[src/cprq_pkg.sv]
// cprq_pkg: shared types, codes and helpers of the class priority request queue
// used by cprq_cell and class_priority_request_queue; no dependencies
`timescale 1ns / 1ps

package cprq_pkg;

  localparam int DEFAULT_DEPTH = 16;
  localparam int LEVEL_COUNT   = 6;

  // command modes
  localparam logic [1:0] MODE_PUT   = 2'd0;
  localparam logic [1:0] MODE_GET   = 2'd1;
  localparam logic [1:0] MODE_TERM  = 2'd2;
  localparam logic [1:0] MODE_SPARE = 2'd3;

  // event classes
  localparam logic [2:0] CLASS_ADMIN      = 3'd0;
  localparam logic [2:0] CLASS_SHUTDOWN   = 3'd1;
  localparam logic [2:0] CLASS_DISCONNECT = 3'd2;
  localparam logic [2:0] CLASS_NETWORK    = 3'd3;
  localparam logic [2:0] CLASS_TIMER      = 3'd4;
  localparam logic [2:0] CLASS_WINDOW     = 3'd5;
  localparam logic [2:0] CLASS_IDLE       = 3'd6;
  localparam logic [2:0] CLASS_SYNC       = 3'd7;

  // result status codes
  localparam logic [2:0] ST_QUEUED    = 3'd0;
  localparam logic [2:0] ST_DUP       = 3'd1;
  localparam logic [2:0] ST_TERM_DROP = 3'd2;
  localparam logic [2:0] ST_FULL      = 3'd3;
  localparam logic [2:0] ST_GIVEN     = 3'd4;
  localparam logic [2:0] ST_EMPTY     = 3'd5;
  localparam logic [2:0] ST_CLEARED   = 3'd6;

  // level register indexes
  localparam logic [2:0] REG_SHUTDOWN = 3'd0;
  localparam logic [2:0] REG_NETWORK  = 3'd1;
  localparam logic [2:0] REG_TIMER    = 3'd2;
  localparam logic [2:0] REG_WINDOW   = 3'd3;
  localparam logic [2:0] REG_IDLE     = 3'd4;
  localparam logic [2:0] REG_DEFAULT  = 3'd5;

  typedef logic [LEVEL_COUNT-1:0][7:0] levels_t;

  localparam levels_t LEVELS_RESET = {8'd50, 8'd100, 8'd75, 8'd70, 8'd50, 8'd0};

  // request fields the cells compare against
  typedef struct packed {
    logic [31:0] win;
    logic [31:0] wrd;
    logic [31:0] lng;
  } cmd_t;

  // running result handed from cell to cell
  typedef struct packed {
    logic        found;
    logic [7:0]  lev;
    logic [31:0] seq;
    logic [2:0]  cls;
    logic        tmr;
    logic [31:0] win;
    logic [31:0] wrd;
    logic [31:0] lng;
    logic        dup;
    logic        free;
  } carry_t;

  // entry write broadcast
  typedef struct packed {
    logic        en;
    logic [2:0]  cls;
    logic [31:0] seq;
    logic        tmr;
    logic [31:0] win;
    logic [31:0] wrd;
    logic [31:0] lng;
  } wr_t;

  function automatic logic [7:0] level_of(input logic [2:0] cls, input levels_t lv);
    logic [7:0] r;
    case (cls)
      CLASS_SHUTDOWN:                r = lv[REG_SHUTDOWN];
      CLASS_DISCONNECT, CLASS_NETWORK: r = lv[REG_NETWORK];
      CLASS_TIMER:                   r = lv[REG_TIMER];
      CLASS_WINDOW:                  r = lv[REG_WINDOW];
      CLASS_IDLE:                    r = lv[REG_IDLE];
      default:                       r = lv[REG_DEFAULT];
    endcase
    return r;
  endfunction

endpackage

[src/cprq_cell.sv]
// cprq_cell: one queue slot plus its stage of the selection chain
// depends on cprq_pkg
`timescale 1ns / 1ps

module cprq_cell #(
  parameter int IDX_W   = 4,
  parameter int CELL_ID = 0
) (
  input  logic              clk,
  input  logic              rst_n,
  input  cprq_pkg::levels_t levels,
  input  cprq_pkg::cmd_t    cmd,
  input  cprq_pkg::carry_t  carry_i,
  input  logic [IDX_W-1:0]  bidx_i,
  input  logic [IDX_W-1:0]  fidx_i,
  output cprq_pkg::carry_t  carry_o,
  output logic [IDX_W-1:0]  bidx_o,
  output logic [IDX_W-1:0]  fidx_o,
  input  cprq_pkg::wr_t     wr,
  input  logic [IDX_W-1:0]  wr_idx,
  input  logic              kill_en,
  input  logic [IDX_W-1:0]  kill_idx,
  input  logic              clear
);

  localparam logic [IDX_W-1:0] ID = IDX_W'(CELL_ID);

  logic             valid_r, valid_nxt;
  logic [2:0]       cls_r;
  logic [31:0]      seq_r;
  logic             tmr_r;
  logic [31:0]      win_r, wrd_r, lng_r;
  cprq_pkg::carry_t carry_r, carry_nxt;
  logic [IDX_W-1:0] bidx_r, bidx_nxt, fidx_r, fidx_nxt;
  logic [7:0]       lev;
  logic             better, match;

  always_comb begin
    lev    = cprq_pkg::level_of(cls_r, levels);
    // strictly better only, so an exact tie keeps the lower slot
    better = valid_r && (!carry_i.found || lev < carry_i.lev ||
             (lev == carry_i.lev && seq_r < carry_i.seq));
    match  = valid_r && cls_r == cprq_pkg::CLASS_WINDOW && tmr_r &&
             win_r == cmd.win && wrd_r == cmd.wrd && lng_r == cmd.lng;
    carry_nxt = carry_i;
    bidx_nxt  = bidx_i;
    fidx_nxt  = fidx_i;
    if (better) begin
      carry_nxt.found = 1'b1;
      carry_nxt.lev   = lev;
      carry_nxt.seq   = seq_r;
      carry_nxt.cls   = cls_r;
      carry_nxt.tmr   = tmr_r;
      carry_nxt.win   = win_r;
      carry_nxt.wrd   = wrd_r;
      carry_nxt.lng   = lng_r;
      bidx_nxt        = ID;
    end
    if (match) carry_nxt.dup = 1'b1;
    if (!carry_i.free && !valid_r) begin
      carry_nxt.free = 1'b1;
      fidx_nxt       = ID;
    end
    valid_nxt = valid_r;
    if (wr.en && wr_idx == ID) valid_nxt = 1'b1;
    if (kill_en && kill_idx == ID) valid_nxt = 1'b0;
    if (clear) valid_nxt = 1'b0;
  end

  always_ff @(posedge clk) begin
    if (!rst_n) begin
      valid_r <= 1'b0;
      carry_r <= '0;
      bidx_r  <= '0;
      fidx_r  <= '0;
    end else begin
      valid_r <= valid_nxt;
      carry_r <= carry_nxt;
      bidx_r  <= bidx_nxt;
      fidx_r  <= fidx_nxt;
    end
  end

  always_ff @(posedge clk) begin
    if (wr.en && wr_idx == ID) begin
      cls_r <= wr.cls;
      seq_r <= wr.seq;
      tmr_r <= wr.tmr;
      win_r <= wr.win;
      wrd_r <= wr.wrd;
      lng_r <= wr.lng;
    end
  end

  assign carry_o = carry_r;
  assign bidx_o  = bidx_r;
  assign fidx_o  = fidx_r;

endmodule

[config.mk]
export PLATFORM = sky130hd
export DESIGN_NAME = cprq_cell
export DESIGN_NICKNAME = d
export VERILOG_FILES = /design/src/cprq_pkg.sv /design/src/cprq_cell.sv
export SDC_FILE = /design/constraint.sdc
export NUM_CORES = 1
export LEC_CHECK = 0
export BUFFER_PORTS_ARGS = -buffer_cell sky130_fd_sc_hd__buf_2
export CAP_MARGIN = 10
export CORE_MARGIN = 8
export CORE_UTILIZATION = 25
export CTS_CLUSTER_SIZE = 30
export DETAILED_ROUTE_END_ITERATION = 12
export PLACE_DENSITY = 0.52
export SETUP_SLACK_MARGIN = 0.3
export SYNTH_ARGS = -nofsm -noshare
export SYNTH_HDL_FRONTEND = slang
export SYNTH_SLANG_ARGS = --single-unit
[constraint.sdc]
create_clock -name clk -period 4.53 [get_ports clk]
set_input_delay 0.2265 -clock clk [delete_from_list [all_inputs] [get_ports clk]]
set_output_delay 0.2265 -clock clk [all_outputs]
set_load 0.01 [all_outputs]
* After elaboration in Yosys (flattened, before gate mapping)
Cells that the tools add are included. W data, S select, Z words.
Word-level totals: flip-flop bits (word level) 284, output and inout port bits 151, logic and storage cells 57
Cells by class: $lt $le $gt $ge 2, eq/ne operators 10, muxes and demuxes 4, bitwise operators 1, reductions and logical operators 21
Operators with widths (number):
- $mux W141 | 1
- $eq A32 B32 Y1 | 3
- $pmux W8 S5 | 1
- $lt A32 B32 Y1 | 1
- $logic_and A1 B1 Y1 | 10
- $eq A3 B3 Y1 const B | 3
- $eq A8 B8 Y1 | 1
- $logic_not A4 Y1 | 2
- $lt A8 B8 Y1 | 1
- $eq A3 B2 Y1 const B | 2
- $reduce_or A2 Y1 | 3
- $eq A3 B1 Y1 const B | 1
- $logic_not A1 Y1 | 3
- $reduce_or A3 Y1 | 1
- $logic_or A1 B1 Y1 | 2
- $mux W1 | 2
- $not A1 Y1 | 1

* Logic depth before layout (Yosys ltp)
Gate-level depths: netlist (run 1).
depth after elaboration 8, gate-level depth with buffers 17, gate-level depth less buffers 13

* Least setup slack after synthesis (run 1)
Ideal clock, no wire load.
path kind input to register, start point in wr_idx[1], end point reg valid_r, arrival 3.956 ns, data required time 4.413 ns, path slack 0.457 ns, cell stages on the path 4, buffers on the path 0, path through nor4_1 > and2_1 > nor2_1 > a2111oi_0
Between the ends: longest elaborated chain between the ends 2
RTL lines:
- from (decl) | line cprq_cell.sv:20 | input logic [IDX_W-1:0] wr_idx,
- $logic_not A4 Y1 | line cprq_cell.sv:65 | if (wr.en && wr_idx == ID) valid_nxt = 1'b1;
- $logic_and A1 B1 Y1 | line cprq_cell.sv:65
- to (signal assigned) | line cprq_cell.sv:77 | valid_r <= valid_nxt;
- to (decl) | line cprq_cell.sv:28 | logic valid_r, valid_nxt;
Every way passes these cells. A chain may end at the register's enable or synchronous reset.

* Worst setup path in the final report (run 1)
start point reg cls_r[0], end point reg carry_r, in the netlist carry_o[24]
Between the ends: longest elaborated chain between the ends 8, elaborated cells between the ends (all ways) 15
RTL lines:
- from (decl) | line cprq_cell.sv:29 | logic [2:0] cls_r;
- from (signal assigned) | line cprq_cell.sv:86 | cls_r <= wr.cls;
- $eq A3 B2 Y1 | line cprq_pkg.sv:81 | case (cls)
- $reduce_or A2 Y1 | line cprq_pkg.sv:81
- $pmux W8 S5 * | line cprq_pkg.sv:81
- $lt A8 B8 Y1 / $eq A8 B8 Y1 (equally long branches) | line cprq_cell.sv:41, cprq_cell.sv:42
- $logic_or A1 B1 Y1 / $logic_and A1 B1 Y1 (equally long branches) | line cprq_cell.sv:41, cprq_cell.sv:42
- $logic_or A1 B1 Y1 * | line cprq_cell.sv:41 | better = valid_r && (!carry_i.found || lev < carry_i.lev ||
- $logic_and A1 B1 Y1 * | line cprq_cell.sv:41
- $mux W141 * | line cprq_cell.sv:48 | if (better) begin
- to (signal assigned) | line cprq_cell.sv:78 | carry_r <= carry_nxt;
- to (decl) | line cprq_cell.sv:33 | cprq_pkg::carry_t carry_r, carry_nxt;
Every way passes the cells marked *; elsewhere a longest branch is shown, timed or not.

==> impl_metrics.tcl, run 1 <==
set metrics [dict create \
    stdcell_count 2771 \
    clock_tree.buffer_depth 3 \
    drtAntennaViolNets 0 \
    cts_root_buf "clkbuf_16" \
    syn_avg_cell_area_um2 10.2 \
    yosysTopAreaCellShare_pct 31.9 \
    drt_iter0_drc 911 \
    async_flop_share_pct 0 \
    vias_per_cell 4.84 \
    required_ps 5000 \
    overflow 0 \
    synth.most_common_cell "a21oi_1" \
    netlist-cell-type-count 53 \
    start_kind "flop" \
    cpPeakStageDelay_ps 850 \
    rsz0062_at_grt "yes" \
    dpl.cell_count 2408 \
    pin_count 591 \
    syn-cell-area_mm2 0.0124 \
    max_freq_mhz 252 \
    fp.dieH_um 239 \
    grtUsageTotal_pct 21.2 \
    finalPower_mw 6.59 \
    htreeDepth 2 \
    path_common_cell "a21oi_1" \
    nFillCells 4821 \
    synth_largest_area_cell "edfxtp_1" \
    cp-end-kind "flop" \
    die_area_mm2 0.0571 \
    grt_antenna_before_repair 19 \
    layout-drive-gt1-share_pct 32.6 \
    cts.sinks 284 \
    finalCriticalPeriod_ps 3960 \
    portBuffers 590 \
    fin_skew_ps 15.8 \
    remaining_drc_errors 0 \
    slew_headroom_pct 29.7 \
    fin_nets 2547 \
    finalMaxSlewViolations 0 \
    hold_slack_ps 43.0 \
    hold_viol 0 \
    die_x_um 239 \
    detailed_place_hpwl_mm 47.2 \
    multi_input_area_mm2 0.00474 \
    wl_per_cell_um 23.7 \
    cts.clk_slew.worst_paths_ps 60 \
    grt_pass1_vias 14265 \
    cp_data_arrival_time_ps 4430 \
    grt_max_degree 113 \
    grt_pass1_wl_mm 92.0 \
    ff_latch_area_mm2 0.00701 \
    core_mm2 0.0491 \
    ys_ff_latch 284 \
    crit_type "flop to flop" \
    cp_max_fo 29 \
    clock_latency_ps 540 \
    status "completed" \
    place_area_mm2 0.0161 \
    hp-class "input port to flop" \
    area_growth_pct 62.2 \
    power_density_mw_per_mm2 327 \
    yosysWarnings 0 \
    final_cell_area_mm2 0.0202 \
    synthCells 1223 \
    initial_utilization_pct 25.3 \
    numCtsBuffers 36 \
    synth-main-ff-cell "dfxtp_1" \
    synth_edf_count 132 \
    dr.pass1.iters 6 \
    worstMarginPinSlew_ps 1040 \
    wirelength_mm 65.5 \
    tns_ps 0 \
    std_cell_rows 81 \
    yosysSeqAreaShare_pct 56.4 \
    synthTopCellsByCount "166 x a21oi_1, 152 x dfxtp_1, 145 x nand3_1" \
    finalCritPeriodShare_pct 87.5 \
    path_cells "buf_4 -> a21oi_1 -> nor3_1 -> o22ai_1 -> a221oi_1 -> ha_1 -> a21oi_1 -> o21ai_1 -> o21ai_0 -> a21oi_2 -> o211a_2 -> o21ai_1 -> a21oi_1" \
    cpMaxStageDelayCell "o211a_2" \
    place.gp.congestion 0.909 \
    cap_violations 0 \
    synth.area.top_cells "edfxtp_1 32%, dfxtp_1 24%, a21oi_1 6.7%" \
    setup_violations 0 \
    p_leak_nw 8.64 \
    vias 13408 \
    ir_worst_vdd_v 0.000267 \
    cts_tree "built" \
    syn_nets 1702 \
]
==> stage by stage <==
step / utilization, % / setup WS [ps]
after floorplan: - / 457
after global placement: 32.7 / 554
after detailed placement: 32.7 / 520
after CTS: 40.9 / 517
after global routing: 41.1 / 260
final: 41.1 / 566
==> critical path: cells and delay by family (launching register included) <==
kind	cells	cell delay, ps
compound gates	10	2610
flops	1	500
fa+ha+maj	1	230
simple gates	1	260
buf+inv	1	260
==> power by group <==
group          switching (mW)  internal, mW
Combinational           0.398         0.457
Clock                    1.22          1.69
Sequential             0.0468          2.78
==> kinds of logic (layout without fill, tap and decap cells) <==
family                   after synthesis  in the layout  share of synthesized area [%]
AO/OA/AOI/OAI                        405            407                           18.2
flip-flops                           284            284                           56.4
AND/OR/NAND/NOR                      260            260                           10.9
buffers and inverters                171           1042                           5.91
XOR/XNOR                              55             55                           3.88
adder cells (fa/ha/maj)               39             39                           3.93
multiplexers                           9              9                          0.745
other                                  0             11                              0
==> final cells by class <==
cell class              count  area share (%)
well taps                 664            4.12
inverters                  83            1.59
diodes                     11           0.137
clock inverters            21           0.913
flip-flops and latches    284            34.8
clock buffers              45            4.94
repair buffers            893            30.0
multi-input cells         770            23.5
==> placed cells by master, fill, tap and decap left out, types with 7 or more instances in the layout <==
cell,count
a2111oi_0,8
edfxtp_1,132
xnor2_1,21
a221oi_1,8
ha_1,39
dlygate4sd3_1,283
nor3_1,11
o2bb2ai_1,7
o21ai_1,46
buf_4,12
nor4_1,17
a211oi_1,7
o21ai_0,110
mux2i_1,7
nand3_1,145
o22ai_1,25
inv_1,81
clkbuf_16,38
buf_2,590
diode_2,11
dfxtp_1,152
a21oi_1,165
nand2_1,19
nand4_1,10
xor2_1,34
nor2_1,28
==> registers in the layout, summed over array words and instances, names as in the netlist <==
signal,cells
bidx_o,4
lng_r,32
fidx_o,4
valid_r,1
win_r,32
cls_r,3
wrd_r,32
tmr_r,1
carry_o,143
seq_r,32
==> per-layer routing <==
layer	track usage, %	wire, um	part of all wire, %	up-vias
li1	-	-	-	6183
met1	25.3	25700	39	6445
met2	36.7	32500	50	637
met3	5.54	5330	8.1	129
met4	7.31	1960	3.0	14
met5	0	82	0.13	-
==> worst paths after layout <==
kind                       start                 endpoint  cells after the start  slack (ps)
max           cls_r[0]$_DFFE_PP_   carry_o[24]$_SDFF_PN0_                     13         570
min reg2reg  seq_r[31]$_DFFE_PP_  carry_o[133]$_SDFF_PN0_                      2         550
max reg2reg   cls_r[0]$_DFFE_PP_   carry_o[24]$_SDFF_PN0_                     13         570
min                  carry_i[10]   carry_o[10]$_SDFF_PN0_                      3          40
==> repair_timing <==
| action | CTS | global route |
|---|---|---|
| setup buffers | 0 | 0 |
| gates resized for setup | 0 | 4 |
| setup endpoints to repair | 0 | 97 |
| hold endpoints to repair | 280 | 0 |
| hold buffers | 283 | 0 |
No activity file was read; power rests on OpenSTA's default activity.
==> run 2: changes to the inputs <==
--- a/config.mk
+++ b/config.mk
@@ -7,11 +7,11 @@
 export LEC_CHECK = 0
 export BUFFER_PORTS_ARGS = -buffer_cell sky130_fd_sc_hd__buf_2
 export CAP_MARGIN = 10
-export CORE_MARGIN = 8
-export CORE_UTILIZATION = 25
+export CORE_AREA = 8 8 222 224
 export CTS_CLUSTER_SIZE = 30
 export DETAILED_ROUTE_END_ITERATION = 12
-export PLACE_DENSITY = 0.52
+export DIE_AREA = 0 0 230 232
+export PLACE_DENSITY = 0.56
 export SETUP_SLACK_MARGIN = 0.3
 export SYNTH_ARGS = -nofsm -noshare
 export SYNTH_HDL_FRONTEND = slang
==> impl_metrics.tcl, run 2 (same netlist as run 1, synthesis figures left out) <==
set metrics [dict create \
    hold_slack_ps 106 \
    clock_latency_ps 590 \
    pin_count 591 \
    status "completed" \
    rr_startpoint "cls_r[1]$_DFFE_PP_" \
    wirelength_mm 64.3 \
    overflow 0 \
    die_area_mm2 0.0534 \
    remaining_drc_errors 0 \
    initial_utilization_pct 27.1 \
    numCtsBuffers 31 \
    rsz0062_at_grt "no" \
    worst_slack_ps 553 \
    htreeDepth 1 \
    place.gp.congestion 0.910 \
    fin_nets 2559 \
    drtAntennaViolNets 0 \
    cts.clk_slew.worst_paths_ps 60 \
    hold_viol 0 \
    wl_per_cell_um 23.6 \
    cts.sinks 284 \
    finalCriticalPeriod_ps 3980 \
    grt_pass1_wl_mm 91.0 \
    start_kind "flop" \
    setup_violations 0 \
    cpPeakStageDelay_ps 470 \
    grt_pass1_vias 14223 \
    final_cell_mix "590 x buf_2, 286 x dlygate4sd3_1, 165 x a21oi_1, 152 x dfxtp_1, 145 x nand3_1" \
    cap_violations 0 \
    layout-drive-gt1-share_pct 33.0 \
    slew_headroom_pct 24.5 \
    fp.dieH_um 232 \
    finalCritPeriodShare_pct 87.8 \
    portBuffers 590 \
    fin_skew_ps 20.3 \
    cts_tree "built" \
    drt_iter0_drc 1221 \
    cpMaxStageDelayCell "a221oi_1" \
    power.switching_mw 1.51 \
    finalPower_mw 6.15 \
    p_seq_share_pct 46.1 \
    p_clk_share_pct 40.0 \
    std_cell_rows 79 \
    path_common_cell "o22ai_1" \
    p_leak_nw 8.65 \
    clock_tree.buffer_depth 3 \
    detailed_place_hpwl_mm 46.1 \
    required_ps 4940 \
    final_util_pct 43.7 \
    holdPathEnd "carry_o[64]$_SDFF_PN0_" \
    cts_root_buf "clkbuf_16" \
    max_freq_mhz 251 \
    grtUsageTotal_pct 22.3 \
    holdPathStages 3 \
    crit_type "flop to flop" \
    internal_power_mw 4.64 \
    grt_antenna_before_repair 13 \
    r2r-end "carry_o[64]$_SDFF_PN0_" \
    ir_worst_vdd_v 0.000275 \
    vias 13554 \
    rrSetupSlack_ps 550 \
    ff2ff_path_depth 14 \
    layout_commonest_cell "buf_2" \
    cp_max_fo 58 \
    area_growth_pct 61.3 \
    pre_cts_ws_ps 267 \
    cp_data_arrival_time_ps 4380 \
    worstMarginPinSlew_ps 1120 \
    tns_ps 0 \
    die_x_um 230 \
    dr.pass1.iters 5 \
    path_cells "buf_4 -> nand2b_4 -> o22ai_1 -> nor2_1 -> o22ai_1 -> a221oi_1 -> ha_1 -> nand4_1 -> a2111oi_0 -> o31a_1 -> o21ai_4 -> buf_12 -> o21ai_1 -> a21oi_1" \
    vias_per_cell 4.98 \
    core_mm2 0.0459 \
    largest_reg_flops 143 \
    grt_max_degree 100 \
    min_from "carry_i[64]" \
    hp-class "input port to flop" \
    swShare_pct 24.6 \
    combPwrFrac_pct 13.9 \
    power_density_mw_per_mm2 307 \
    cp-end-kind "flop" \
    finalMaxSlewViolations 0 \
]
## run 2: cell count changes in the layout (fill, tap and decap cells not counted), sizes merged, moves of 2 or more
cell,delta
diode,+2
clkinvlp,-3
dlygate4sd3,+3
buf,+12
clkinv,-3
inv,-3
## run 2: worst max-delay path by stage
stage                        from                      end
2_1_floorplan           wr_idx[1]     valid_r$_SDFFE_PP0P_
3_3_place_gp   cls_r[2]$_DFFE_PP_  carry_o[126]$_SDFF_PN0_
3_5_place_dp   cls_r[1]$_DFFE_PP_   carry_o[93]$_SDFF_PN0_
4_1_cts        cls_r[1]$_DFFE_PP_   carry_o[93]$_SDFF_PN0_
5_1_grt        cls_r[2]$_DFFE_PP_   carry_o[64]$_SDFF_PN0_
6_report       cls_r[1]$_DFFE_PP_   carry_o[64]$_SDFF_PN0_
## run 2: per-stage QoR
step / area, um2 / cells
2_1_floorplan: 12400 / 1223
3_3_place_gp: 16000 / 2351
3_5_place_dp: 16000 / 2351
4_1_cts: 19800 / 2695
5_1_grt: 20000 / 2719
6_report: 20000 / 2723
## run 2: timing repair
item	in CTS	in global routing
cloned	2	3
gates resized for setup	1	9
endpoints found under the hold margin	283	0
hold buffers	286	0
buffers inserted	0	12
endpoints found under the setup margin	6	144
pin swaps	0	2
## run 2: final cells by class
type                       instances  area [um2]
fill                            4441       25800
sequential                       284        7010
timing repair buffer             908        6180
multi-input combinational        772        4780
clock buffer                      45         878
tap                              607         759
inverter                          83         320
clock inverter                    11        90.1
antenna                           13        32.5
## run 2: power by group through the flow
stage	Sequential (mW)	Combinational, mW	Clock, mW
2_1_floorplan	2.91	0.215	0
3_3_place_gp	2.89	0.630	0
3_5_place_dp	2.89	0.638	0
4_1_cts	2.83	0.845	2.52
5_1_grt	2.84	0.923	2.61
6_report	2.83	0.856	2.46
## run 2: critical path, delay by kind of cell, from the launching register on
kind	cells	cell delay, ps
simple gates	3	530
flops	1	390
buf+inv	2	560
compound gates	8	2010
fa+ha+maj	1	230
## run 2: metal layers
layer	GRT usage (%)	up-vias	routed length [um]
li1	-	6202	-
met1	26.4	6456	24700
met2	38.8	748	31800
met3	5.90	146	5570
met4	7.60	2	2250
met5	0	-	10
==> run 3: changes to the inputs <==
==> constraint.sdc (replaced) <==
create_clock -name clk -period 4.53 [get_ports clk]
set_input_delay 0.906 -clock clk [delete_from_list [all_inputs] [get_ports clk]]
set_output_delay 0.906 -clock clk [all_outputs]
set_load 0.01 [all_outputs]
==> impl_metrics.tcl, run 3 (same netlist as run 1, synthesis figures left out) <==
set metrics [dict create \
    required_ps 5000 \
    fin_skew_ps 22.0 \
    worst_slack_ps 576 \
    dr.pass1.iters 6 \
    overflow 0 \
    cp-end-kind "flop" \
    place.gp.congestion 0.901 \
    die_x_um 230 \
    setup_violations 0 \
    area_growth_pct 38.1 \
    detailed_place_hpwl_mm 45.5 \
    start_kind "flop" \
    finalCriticalPeriod_ps 3950 \
    cp_max_fo 79 \
    fin_nets 2265 \
    initial_utilization_pct 27.1 \
    wirelength_mm 58.9 \
    tns_ps 0 \
    hp-class "input port to flop" \
    multi_input_area_mm2 0.00473 \
    portBuffers 590 \
    finalPower_mw 6.13 \
    htreeDepth 2 \
    slew_headroom_pct 46.2 \
    p_leak_nw 7.42 \
    hold_viol 0 \
    power_density_mw_per_mm2 357 \
    grt_antenna_before_repair 21 \
    finalCritPeriodShare_pct 87.3 \
    stdcell_count 2430 \
    grt_max_degree 80 \
    rsz0062_at_grt "no" \
    vias_per_cell 5.04 \
    cts.sinks 284 \
    finalMaxSlewViolations 0 \
    cts.clk_slew.worst_paths_ps 60 \
    final_cell_mix "590 x buf_2, 165 x a21oi_1, 152 x dfxtp_1, 145 x nand3_1, 132 x edfxtp_1" \
    pin_count 591 \
    crit_type "flop to flop" \
    dpl.cell_count 2350 \
    numCtsBuffers 34 \
    wl_per_cell_um 24.2 \
    hold_slack_ps 538 \
    cp_data_arrival_time_ps 4420 \
    vias 12247 \
    remaining_drc_errors 0 \
    clock_latency_ps 540 \
    die_area_mm2 0.0534 \
    grtUsageTotal_pct 20.7 \
    layout_commonest_cell "buf_2" \
    worstMarginPinSlew_ps 800 \
    ff_latch_area_mm2 0.00701 \
    max_freq_mhz 253 \
    cts_root_buf "clkbuf_16" \
    cap_violations 0 \
    pre_cts_ws_ps 349 \
    core_mm2 0.0459 \
    ir_worst_vdd_v 0.000254 \
    cts_tree "built" \
    nFillCells 4721 \
    drt_iter0_drc 1023 \
    status "completed" \
    drtAntennaViolNets 0 \
    std_cell_rows 79 \
    grt_pass1_vias 12760 \
    layout-drive-gt1-share_pct 37.7 \
    clock_tree.buffer_depth 3 \
    largest_reg_flops 143 \
    grt_pass1_wl_mm 83.8 \
    fp.dieH_um 232 \
]
## run 3: cell types whose count changed in the layout (fill, tap and decap cells not counted), sizes merged
cell / delta
buf: -8
bufinv: -1
clkbuf: +6
diode: -1
dlygate4sd3: -286
o211a: -1
o21a: -1
o21ai: -1
## run 3: cell type report
class / instances / area share, %
Antenna cell: 12 / 0.175
Clock buffer: 51 / 5.88
Clock inverter: 10 / 0.321
Inverter: 83 / 1.89
Multi-Input combinational cell: 769 / 27.6
Sequential cell: 284 / 40.8
Tap cell: 607 / 4.43
Timing Repair Buffer: 614 / 18.9
## run 3: repair_timing
item	in CTS	in global routing
setup buffers	0	6
hold buffers	0	0
setup endpoints to repair	0	137
gates resized for setup	0	8
## run 3: stage by stage
| step | util (%) | instance area, um2 |
|---|---|---|
| 2_1_floorplan | - | 12400 |
| 3_3_place_gp | 34.9 | 16000 |
| 3_5_place_dp | 34.9 | 16000 |
| 4_1_cts | 37.2 | 17000 |
| 5_1_grt | 37.4 | 17200 |
| 6_report | 37.4 | 17200 |
## run 3: worst max-delay path: stages (launching register included)
cell and delay [ps]:
edfxtp_1 530, clkinvlp_4 260, nor3_1 310, o22ai_1 110, a221oi_1 500, ha_1 350
a21oi_1 140, o21ai_1 110, o21ai_0 290, a21oi_2 140, o211ai_1 250, clkbuf_16 440
nand3_1 260, a21oi_1 180
## run 3: path summary, 6_finish.rpt
path / from / cells past startpoint / slack, ps / endpoint
max: cls_r[2]$_DFFE_PP_ / 13 / 580 / carry_o[99]$_SDFF_PN0_
min: wr[85] / 1 / 540 / win_r[21]$_DFFE_PP_
max reg2reg: cls_r[2]$_DFFE_PP_ / 13 / 580 / carry_o[99]$_SDFF_PN0_
min reg2reg: seq_r[11]$_DFFE_PP_ / 2 / 560 / carry_o[113]$_SDFF_PN0_
## run 3: where the power goes
group	switching, mW	leakage, nW	total (mW)	internal (mW)
Sequential	0.0474	2.46	2.83	2.78
Combinational	0.341	4.43	0.638	0.298
Clock	1.11	0.529	2.66	1.54
Total	1.50	7.42	6.13	4.62
## run 3: metal layers
metal  track usage, %  vias to the layer above  wire (um)
li1                 -                     5612          -
met1             25.1                     5891      23100
met2             35.4                      635      29000
met3             5.59                       95       5200
met4             6.63                       14       1550
met5                0                        -         76
